### config.mk
export PLATFORM = sky130hd
export DESIGN_NAME = multitouch_report_framer_top
export DESIGN_NICKNAME = d
export VERILOG_FILES = /design/src/rtl/core/mtrf_pkg.sv /design/src/rtl/core/mtrf_datapath.sv /design/src/rtl/core/mtrf_ctrl.sv /design/src/rtl/core/multitouch_report_framer_top.sv
export SDC_FILE = /design/constraint.sdc
export NUM_CORES = 1
export LEC_CHECK = 0
export ABC_AREA = 1
export ABC_CLOCK_PERIOD_IN_PS = 3000
export CORE_ASPECT_RATIO = 2
export CORE_MARGIN = 2
export CORE_UTILIZATION = 38
export CTS_CLUSTER_SIZE = 30
export DETAILED_ROUTE_END_ITERATION = 10
export DONT_BUFFER_PORTS = 1
export GPL_TIMING_DRIVEN = 1
export PLACE_DENSITY_LB_ADDON = 0.2
export SLEW_MARGIN = 20
export SYNTH_ARGS = -nofsm -noshare
export SYNTH_HDL_FRONTEND = slang
export SYNTH_SLANG_ARGS = --single-unit
### constraint.sdc
create_clock -name clk -period 3 [get_ports clk]
set_input_delay 0.6 -clock clk [delete_from_list [all_inputs] [get_ports clk]]
set_output_delay 0.6 -clock clk [all_outputs]
set_load 0.005 [all_outputs]
### src/rtl/core/mtrf_pkg.sv
// Package: constants, state encoding and control types of the multitouch report framer.
`default_nettype none
package mtrf_pkg;
	localparam int MAX_POINTS = 5;
	localparam int SLOT_W = 3;
	localparam int ID_W = 5;
	localparam int POS_W = 12;
	localparam int ST_W = 2;

	localparam logic [3:0] PKT_LEN = 4'd10;
	localparam logic [7:0] HDR_MTOUCH = 8'h04;
	localparam logic [1:0] CNT_PASS = 2'd1;

	localparam logic [ST_W-1:0] ST_UP = 2'd0;
	localparam logic [ST_W-1:0] ST_DOWN = 2'd1;
	localparam logic [ST_W-1:0] ST_INACTIVE = 2'd2;

	typedef enum logic [0:0] {
		S_IDLE,
		S_SCAN
	} state_t;

	typedef struct packed {
		logic accept;
		logic scan;
	} cmd_t;

	typedef struct packed {
		logic emit_frame;
		logic out_free;
		logic done;
	} sts_t;
endpackage
`default_nettype wire

### src/rtl/core/mtrf_datapath.sv
// Datapath: packet decode, slot table, decimation counter, frame scan and output register.
`default_nettype none
module mtrf_datapath (
	input  wire logic                          clk,
	input  wire logic                          arst_n,
	input  wire mtrf_pkg::cmd_t                cmd,
	output mtrf_pkg::sts_t                     sts,
	input  wire logic [3:0]                    packet_length,
	input  wire logic [7:0]                    report_id,
	input  wire logic [7:0]                    contact_byte,
	input  wire logic [15:0]                   x_raw,
	input  wire logic [15:0]                   y_raw,
	output logic                               out_valid,
	input  wire logic                          out_ready,
	output logic [mtrf_pkg::SLOT_W-1:0]        slot,
	output logic                               touching,
	output logic [mtrf_pkg::POS_W-1:0]         pos_x,
	output logic [mtrf_pkg::POS_W-1:0]         pos_y,
	output logic                               slot_valid,
	output logic                               frame_end
);
	logic [mtrf_pkg::ST_W-1:0]   status_q [mtrf_pkg::MAX_POINTS];
	logic [mtrf_pkg::POS_W-1:0]  sx_q [mtrf_pkg::MAX_POINTS];
	logic [mtrf_pkg::POS_W-1:0]  sy_q [mtrf_pkg::MAX_POINTS];
	logic [mtrf_pkg::SLOT_W-1:0] last_q;
	logic [1:0]                  count_q;
	logic [mtrf_pkg::SLOT_W-1:0] idx_q;
	logic                        out_valid_q;

	logic [mtrf_pkg::ID_W-1:0]   contact_id;
	logic                        touch;
	logic                        pkt_ok;
	logic [1:0]                  cnt_next;
	logic [mtrf_pkg::MAX_POINTS-1:0] active;
	logic [mtrf_pkg::MAX_POINTS-1:0] rem;
	logic [mtrf_pkg::MAX_POINTS-1:0] later;
	logic                        cur_act;
	logic [mtrf_pkg::ST_W-1:0]   cur_st;
	logic [mtrf_pkg::POS_W-1:0]  cur_x;
	logic [mtrf_pkg::POS_W-1:0]  cur_y;
	logic                        rest_empty;
	logic                        emit;

	assign contact_id = contact_byte[6:2];
	assign touch = contact_byte[0];
	assign pkt_ok = (packet_length == mtrf_pkg::PKT_LEN) && (report_id == mtrf_pkg::HDR_MTOUCH)
		&& (contact_id < mtrf_pkg::ID_W'(mtrf_pkg::MAX_POINTS));
	assign cnt_next = count_q + 2'd1;

	always_comb begin
		active = '0;
		rem = '0;
		later = '0;
		cur_act = 1'b0;
		cur_st = mtrf_pkg::ST_INACTIVE;
		cur_x = '0;
		cur_y = '0;
		for (int i = 0; i < mtrf_pkg::MAX_POINTS; i++) begin
			active[i] = ~status_q[i][1];
			rem[i] = active[i] && (mtrf_pkg::SLOT_W'(i) >= idx_q);
			later[i] = active[i] && (mtrf_pkg::SLOT_W'(i) > idx_q);
			if (mtrf_pkg::SLOT_W'(i) == idx_q) begin
				cur_act = active[i];
				cur_st = status_q[i];
				cur_x = sx_q[i];
				cur_y = sy_q[i];
			end
		end
	end

	assign rest_empty = (rem == '0);
	assign emit = cmd.scan && (rest_empty || cur_act);

	always_comb begin
		sts.emit_frame = pkt_ok && (!touch || ((cnt_next == mtrf_pkg::CNT_PASS)
			&& (contact_id <= mtrf_pkg::ID_W'(last_q))));
		sts.out_free = !out_valid_q || out_ready;
		sts.done = cmd.scan && (rest_empty || (cur_act && (later == '0)));
	end

	always_ff @(posedge clk or negedge arst_n) begin
		if (!arst_n) begin
			for (int i = 0; i < mtrf_pkg::MAX_POINTS; i++) begin
				status_q[i] <= mtrf_pkg::ST_UP;
				sx_q[i] <= '0;
				sy_q[i] <= '0;
			end
			last_q <= '0;
			count_q <= '0;
			idx_q <= '0;
		end else begin
			if (cmd.accept) begin
				idx_q <= '0;
				if (pkt_ok) begin
					for (int i = 0; i < mtrf_pkg::MAX_POINTS; i++) begin
						if (contact_id == mtrf_pkg::ID_W'(i)) begin
							status_q[i] <= {1'b0, touch};
							sx_q[i] <= x_raw[15:4];
							sy_q[i] <= y_raw[15:4];
						end
					end
					last_q <= contact_id[mtrf_pkg::SLOT_W-1:0];
					count_q <= cnt_next;
				end
			end else if (cmd.scan) begin
				idx_q <= idx_q + 1'b1;
				for (int i = 0; i < mtrf_pkg::MAX_POINTS; i++) begin
					if ((mtrf_pkg::SLOT_W'(i) == idx_q) && (status_q[i] == mtrf_pkg::ST_UP)) begin
						status_q[i] <= mtrf_pkg::ST_INACTIVE;
					end
				end
			end
		end
	end

	always_ff @(posedge clk or negedge arst_n) begin
		if (!arst_n) begin
			out_valid_q <= 1'b0;
		end else if (emit) begin
			out_valid_q <= 1'b1;
		end else if (out_ready) begin
			out_valid_q <= 1'b0;
		end
	end

	always_ff @(posedge clk) begin
		if (emit) begin
			if (rest_empty) begin
				slot <= '0;
				touching <= 1'b0;
				pos_x <= '0;
				pos_y <= '0;
				slot_valid <= 1'b0;
				frame_end <= 1'b1;
			end else begin
				slot <= idx_q;
				touching <= cur_st[0];
				pos_x <= cur_x;
				pos_y <= cur_y;
				slot_valid <= 1'b1;
				frame_end <= (later == '0);
			end
		end
	end

	assign out_valid = out_valid_q;
endmodule
`default_nettype wire

### src/rtl/core/mtrf_ctrl.sv
// Controller: idle/scan sequencing of packet intake and frame emission.
`default_nettype none
module mtrf_ctrl (
	input  wire logic           clk,
	input  wire logic           arst_n,
	input  wire logic           in_valid,
	output logic                in_ready,
	input  wire mtrf_pkg::sts_t sts,
	output mtrf_pkg::cmd_t      cmd
);
	mtrf_pkg::state_t state_q;
	mtrf_pkg::state_t state_nx;

	always_comb begin
		state_nx = state_q;
		case (state_q)
			mtrf_pkg::S_IDLE: begin
				if (in_valid && sts.emit_frame) begin
					state_nx = mtrf_pkg::S_SCAN;
				end
			end
			mtrf_pkg::S_SCAN: begin
				if (sts.done) begin
					state_nx = mtrf_pkg::S_IDLE;
				end
			end
			default: state_nx = mtrf_pkg::S_IDLE;
		endcase
	end

	always_comb begin
		in_ready = 1'b0;
		cmd = '0;
		case (state_q)
			mtrf_pkg::S_IDLE: begin
				in_ready = 1'b1;
				cmd.accept = in_valid;
			end
			mtrf_pkg::S_SCAN: begin
				cmd.scan = sts.out_free;
			end
			default: begin
				in_ready = 1'b0;
			end
		endcase
	end

	always_ff @(posedge clk or negedge arst_n) begin
		if (!arst_n) begin
			state_q <= mtrf_pkg::S_IDLE;
		end else begin
			state_q <= state_nx;
		end
	end
endmodule
`default_nettype wire

### src/rtl/core/multitouch_report_framer_top.sv
// Top level of the multitouch report framer.
// Usage:
//   Input channel (in_valid/in_ready) takes one touch packet per item: length,
//   header, contact byte and raw X/Y. Packets with a bad length or header, or a
//   contact id of MAX_POINTS or more, are dropped without effect.
//   A valid packet updates its slot when it is taken. When it triggers a frame,
//   the controller walks the slot table one slot per cycle while the output
//   register (out_valid/out_ready) is free and hands each active slot to it;
//   the last item carries frame_end. An empty frame is a single item with
//   slot_valid low and frame_end high.
//   A packet that emits nothing is taken every cycle; one that emits a frame
//   holds in_ready low during the slot walk, which advances only when the output
//   register is free. The next packet is taken while the last item still waits.
//   Reset: all slots are up at position 0, so the first frame lists all slots;
//   the decimation counter and last contact id clear to zero.
`default_nettype none
module multitouch_report_framer_top (
	input  wire logic                          clk,
	input  wire logic                          arst_n,
	input  wire logic                          in_valid,
	output logic                               in_ready,
	input  wire logic [3:0]                    packet_length,
	input  wire logic [7:0]                    report_id,
	input  wire logic [7:0]                    contact_byte,
	input  wire logic [15:0]                   x_raw,
	input  wire logic [15:0]                   y_raw,
	output logic                               out_valid,
	input  wire logic                          out_ready,
	output logic [mtrf_pkg::SLOT_W-1:0]        slot,
	output logic                               touching,
	output logic [mtrf_pkg::POS_W-1:0]         pos_x,
	output logic [mtrf_pkg::POS_W-1:0]         pos_y,
	output logic                               slot_valid,
	output logic                               frame_end
);
	mtrf_pkg::cmd_t cmd;
	mtrf_pkg::sts_t sts;

	mtrf_ctrl u_ctrl (
		.clk      (clk),
		.arst_n   (arst_n),
		.in_valid (in_valid),
		.in_ready (in_ready),
		.sts      (sts),
		.cmd      (cmd)
	);

	mtrf_datapath u_dp (
		.clk           (clk),
		.arst_n        (arst_n),
		.cmd           (cmd),
		.sts           (sts),
		.packet_length (packet_length),
		.report_id     (report_id),
		.contact_byte  (contact_byte),
		.x_raw         (x_raw),
		.y_raw         (y_raw),
		.out_valid     (out_valid),
		.out_ready     (out_ready),
		.slot          (slot),
		.touching      (touching),
		.pos_x         (pos_x),
		.pos_y         (pos_y),
		.slot_valid    (slot_valid),
		.frame_end     (frame_end)
	);
endmodule
`default_nettype wire

==> results.md <==
- Final GP Congestion: 0.782
- GRT overflow: 0
- Max-cap violations: 0
- Period utilisation layout: 76.9%
- CTS clk-pin slew, worst paths: roughly 0.06 ns
- Number of synthesized flops with an enable pin: 30
- Core ar.: 19900 µm²
- DRC Markers: 0
- CTS Buf Count: 17
- Worst path required time: 3.11 ns
- Status: finished with violations
- R2r setup slk: 0.69 ns
- Setup CP Type: flop to flop
- Initial antenna violation count: 0
- Rows: between 70 and 80
- Area leader, netlist: dfrtp_1
- RSZ-0062 raised after global routing: no
- Average routed wire per standard cell: 17.1 µm
- Layout area overhead: 10.1%
- Worst-path maximum fanout: 16
- Clk root buf: clkbuf_16
- Initial detailed-routing violation count: 318
- Final Hold Violating Endpoints: 140
- Most frequent cell after synthesis: nand2_1
- Syn_nets: 901
- Routed vias/inst: between 5 and 6
- Crit start category: flop
- Synth Area per Inst: 9.19 µm²
- Synth unique cells: 34
- Fillers: 2077
- Number of antenna diodes: 0
- Die Wd: between 100 and 150 µm
- Pins Over Slew Limit: 0
- IO Pins: 88
- Failing checks: negative hold slack
- Register bit total from synthesis: 170
- Vias in the first global route: 5876
- GRT Util Overall: 18.9%
- Worst Hold Slack: -0.139 ns
- Critical Path AT: around 2.4 ns
- Pin count of the biggest net entering global routing: roughly 140
- Worst slew pin tran: 0.566 ns
- Routed Antenna Nets: 0
- FFs w/ async S/R, synth: 82.4%
- Ranking of synthesized cells by area: dfrtp_1 (46%), edfxtp_1 (12%), nand2_1 (11%)
- # Post-CTS Setup Buffers: 0
- Post-layout net count: between 800 and 900
- Fmax: 434 MHz
- Hpwl dp: roughly 12000 µm
- Drt first pass iters: 4
- Wirelength, routed: roughly 19000 µm
- Clk sinks: 170
- Setup TNS: 0 ns
- Worst-case vdd ir drop: approximately 0.00033 V
- Top_reg_cell synth: dfrtp_1
- Rel. slew slack: 62.3%
- Synth top area share: between 40% and 50%
- Clk buf depth: 2
- CP endpoint kind: flop
- Die Y: 205 µm
- Commonest cells in the netlist: nand2_1 (219), dfrtp_1 (140), o21ai_1 (91)
- Clock latency on the worst-skew pair: 0.44 ns
- Worst R2R Path Depth: 10
- Cells after synthesis: roughly 840
- Total power: 4.65 mW
- Die ar.: 21500 µm²
- R2r startpoint: u_dp.idx_q[0]
- RR Endpoint: u_dp.pos_x[4]
- Initial core utilization: 38.7%
- CTS H-tree depth: 4
- Power Density: 548 nW/µm²
- Layout cells sized above 1: a little under a tenth
- Min Tclk post-route: roughly 2.3 ns
- Cell leakage power: 3.85 nW
- # port buffers: 0
- Mapped Area: 7700 µm²
- Final setup viols: 0
- Yosys warnings: 0
- Min-Delay Path Class: input pin to async pin
- Clock skew: between 0.008 and 0.009 ns
- Post-synthesis sequential area ratio: between 50% and 60%
- Final core occ: 42.6%
- First-pass GRT wire length: approximately 31000 µm
- CTS tree: built
- Via count: roughly 5.7k
==> placed cells by master, fill, tap and decap left out, drive strengths merged <==
master    instances
a21o              1
a21oi             3
a31oi            25
buf              21
bufinv            3
clkbuf           17
clkinv            6
clkinvlp          4
dfrtp           140
edfxtp           30
ha                7
inv              58
nand2           225
nand3            67
nand3b            1
nand4             4
nor2             25
nor3              3
nor3b             1
nor4              2
o211ai           26
o21ai           167
o221ai            1
o22ai             1
o41ai             1
xnor2             1
xor2              1
==> sequential cells by signal, summed over array words and instances (netlist names) <==
| register | count |
|---|---|
| u_ctrl.state_q | 1 |
| u_dp.touching | 1 |
| u_dp.idx_q | 3 |
| u_dp.sy_q | 60 |
| u_dp.out_valid | 1 |
| u_dp.pos_y | 12 |
| u_dp.pos_x | 12 |
| u_dp.status_q | 10 |
| u_dp.slot_valid | 1 |
| u_dp.last_q | 3 |
| u_dp.slot | 3 |
| u_dp.frame_end | 1 |
| u_dp.sx_q | 60 |
| u_dp.count_q | 2 |
==> stage by stage <==
step / setup WS [ns] / cell area [µm²] / hold WS (ns) / cells
after CTS: 0.701 / 8480 / -0.165 / 1103
after global placement: 0.727 / 7880 / 0.313 / 1072
after floorplan: 0.691 / 7700 / 0.304 / 838
after detailed placement: 0.732 / 7880 / 0.313 / 1072
final: 0.694 / 8480 / -0.139 / 1103
after global routing: 0.528 / 8480 / -0.164 / 1103
==> critical path, stage by stage, from the launching register on <==
cell     delay, ns
dfrtp_1       0.47
inv_1         0.17
ha_1          0.31
nand3_1       0.16
nand3_1       0.09
nor2_1        0.17
a21oi_1       0.08
nand2_1       0.10
nand2_1       0.07
inv_1         0.07
buf_4         0.29
==> cell type report <==
cell class	count	area [µm²]	area share, %
clock inverters	14	174	2.05
well taps	262	328	3.87
repair buffers	21	158	1.86
flip-flops and latches	170	4400	52.0
inverters	57	214	2.52
multi-input cells	562	2770	32.7
clock buffers	17	425	5.02
==> worst max-delay path by stage <==
stage	cells after the start	slack [ns]	startpoint	endpoint
after floorplan	9	0.69	u_dp.idx_q[0]	u_dp.frame_end
after global placement	10	0.73	u_dp.idx_q[0]	u_dp.pos_y[1]
after detailed placement	10	0.73	u_dp.idx_q[0]	u_dp.pos_y[2]
after CTS	10	0.70	u_dp.idx_q[0]	u_dp.pos_y[6]
after global routing	10	0.53	u_dp.idx_q[0]	u_dp.pos_y[6]
final	10	0.69	u_dp.idx_q[0]	u_dp.pos_x[4]
==> cells by family after synthesis <==
group / Yosys count / share of synthesized area [%]
xor+xnor: 2 / 0.228
compound gates: 225 / 16.6
buf+inv: 106 / 6.81
flops: 170 / 57.2
fa+ha+maj: 7 / 1.14
simple gates: 328 / 18.0
==> power by group <==
part           internal (mW)  leakage (nW)  switching [mW]  total [mW]
clock network           1.31         0.282           0.936        2.24
registers               2.34          2.22        0.000365        2.34
logic                 0.0130          1.35          0.0471      0.0601
total                   3.66          3.85           0.984        4.65
==> timing repair <==
item                       CTS  global route
setup endpoints to repair    0             0
hold endpoints to repair   140           140
resized for setup            0             0
==> routing by layer <==
layer / global-route usage (%) / up-vias / wire length [µm]
met5: 0 / - / 0
met4: 8.33 / 0 / 438
met3: 5.23 / 28 / 801
met2: 33.3 / 101 / 9980
met1: 21.3 / 2745 / 7620
li1: - / 2831 / -
(Power assumes the default switching activity.)
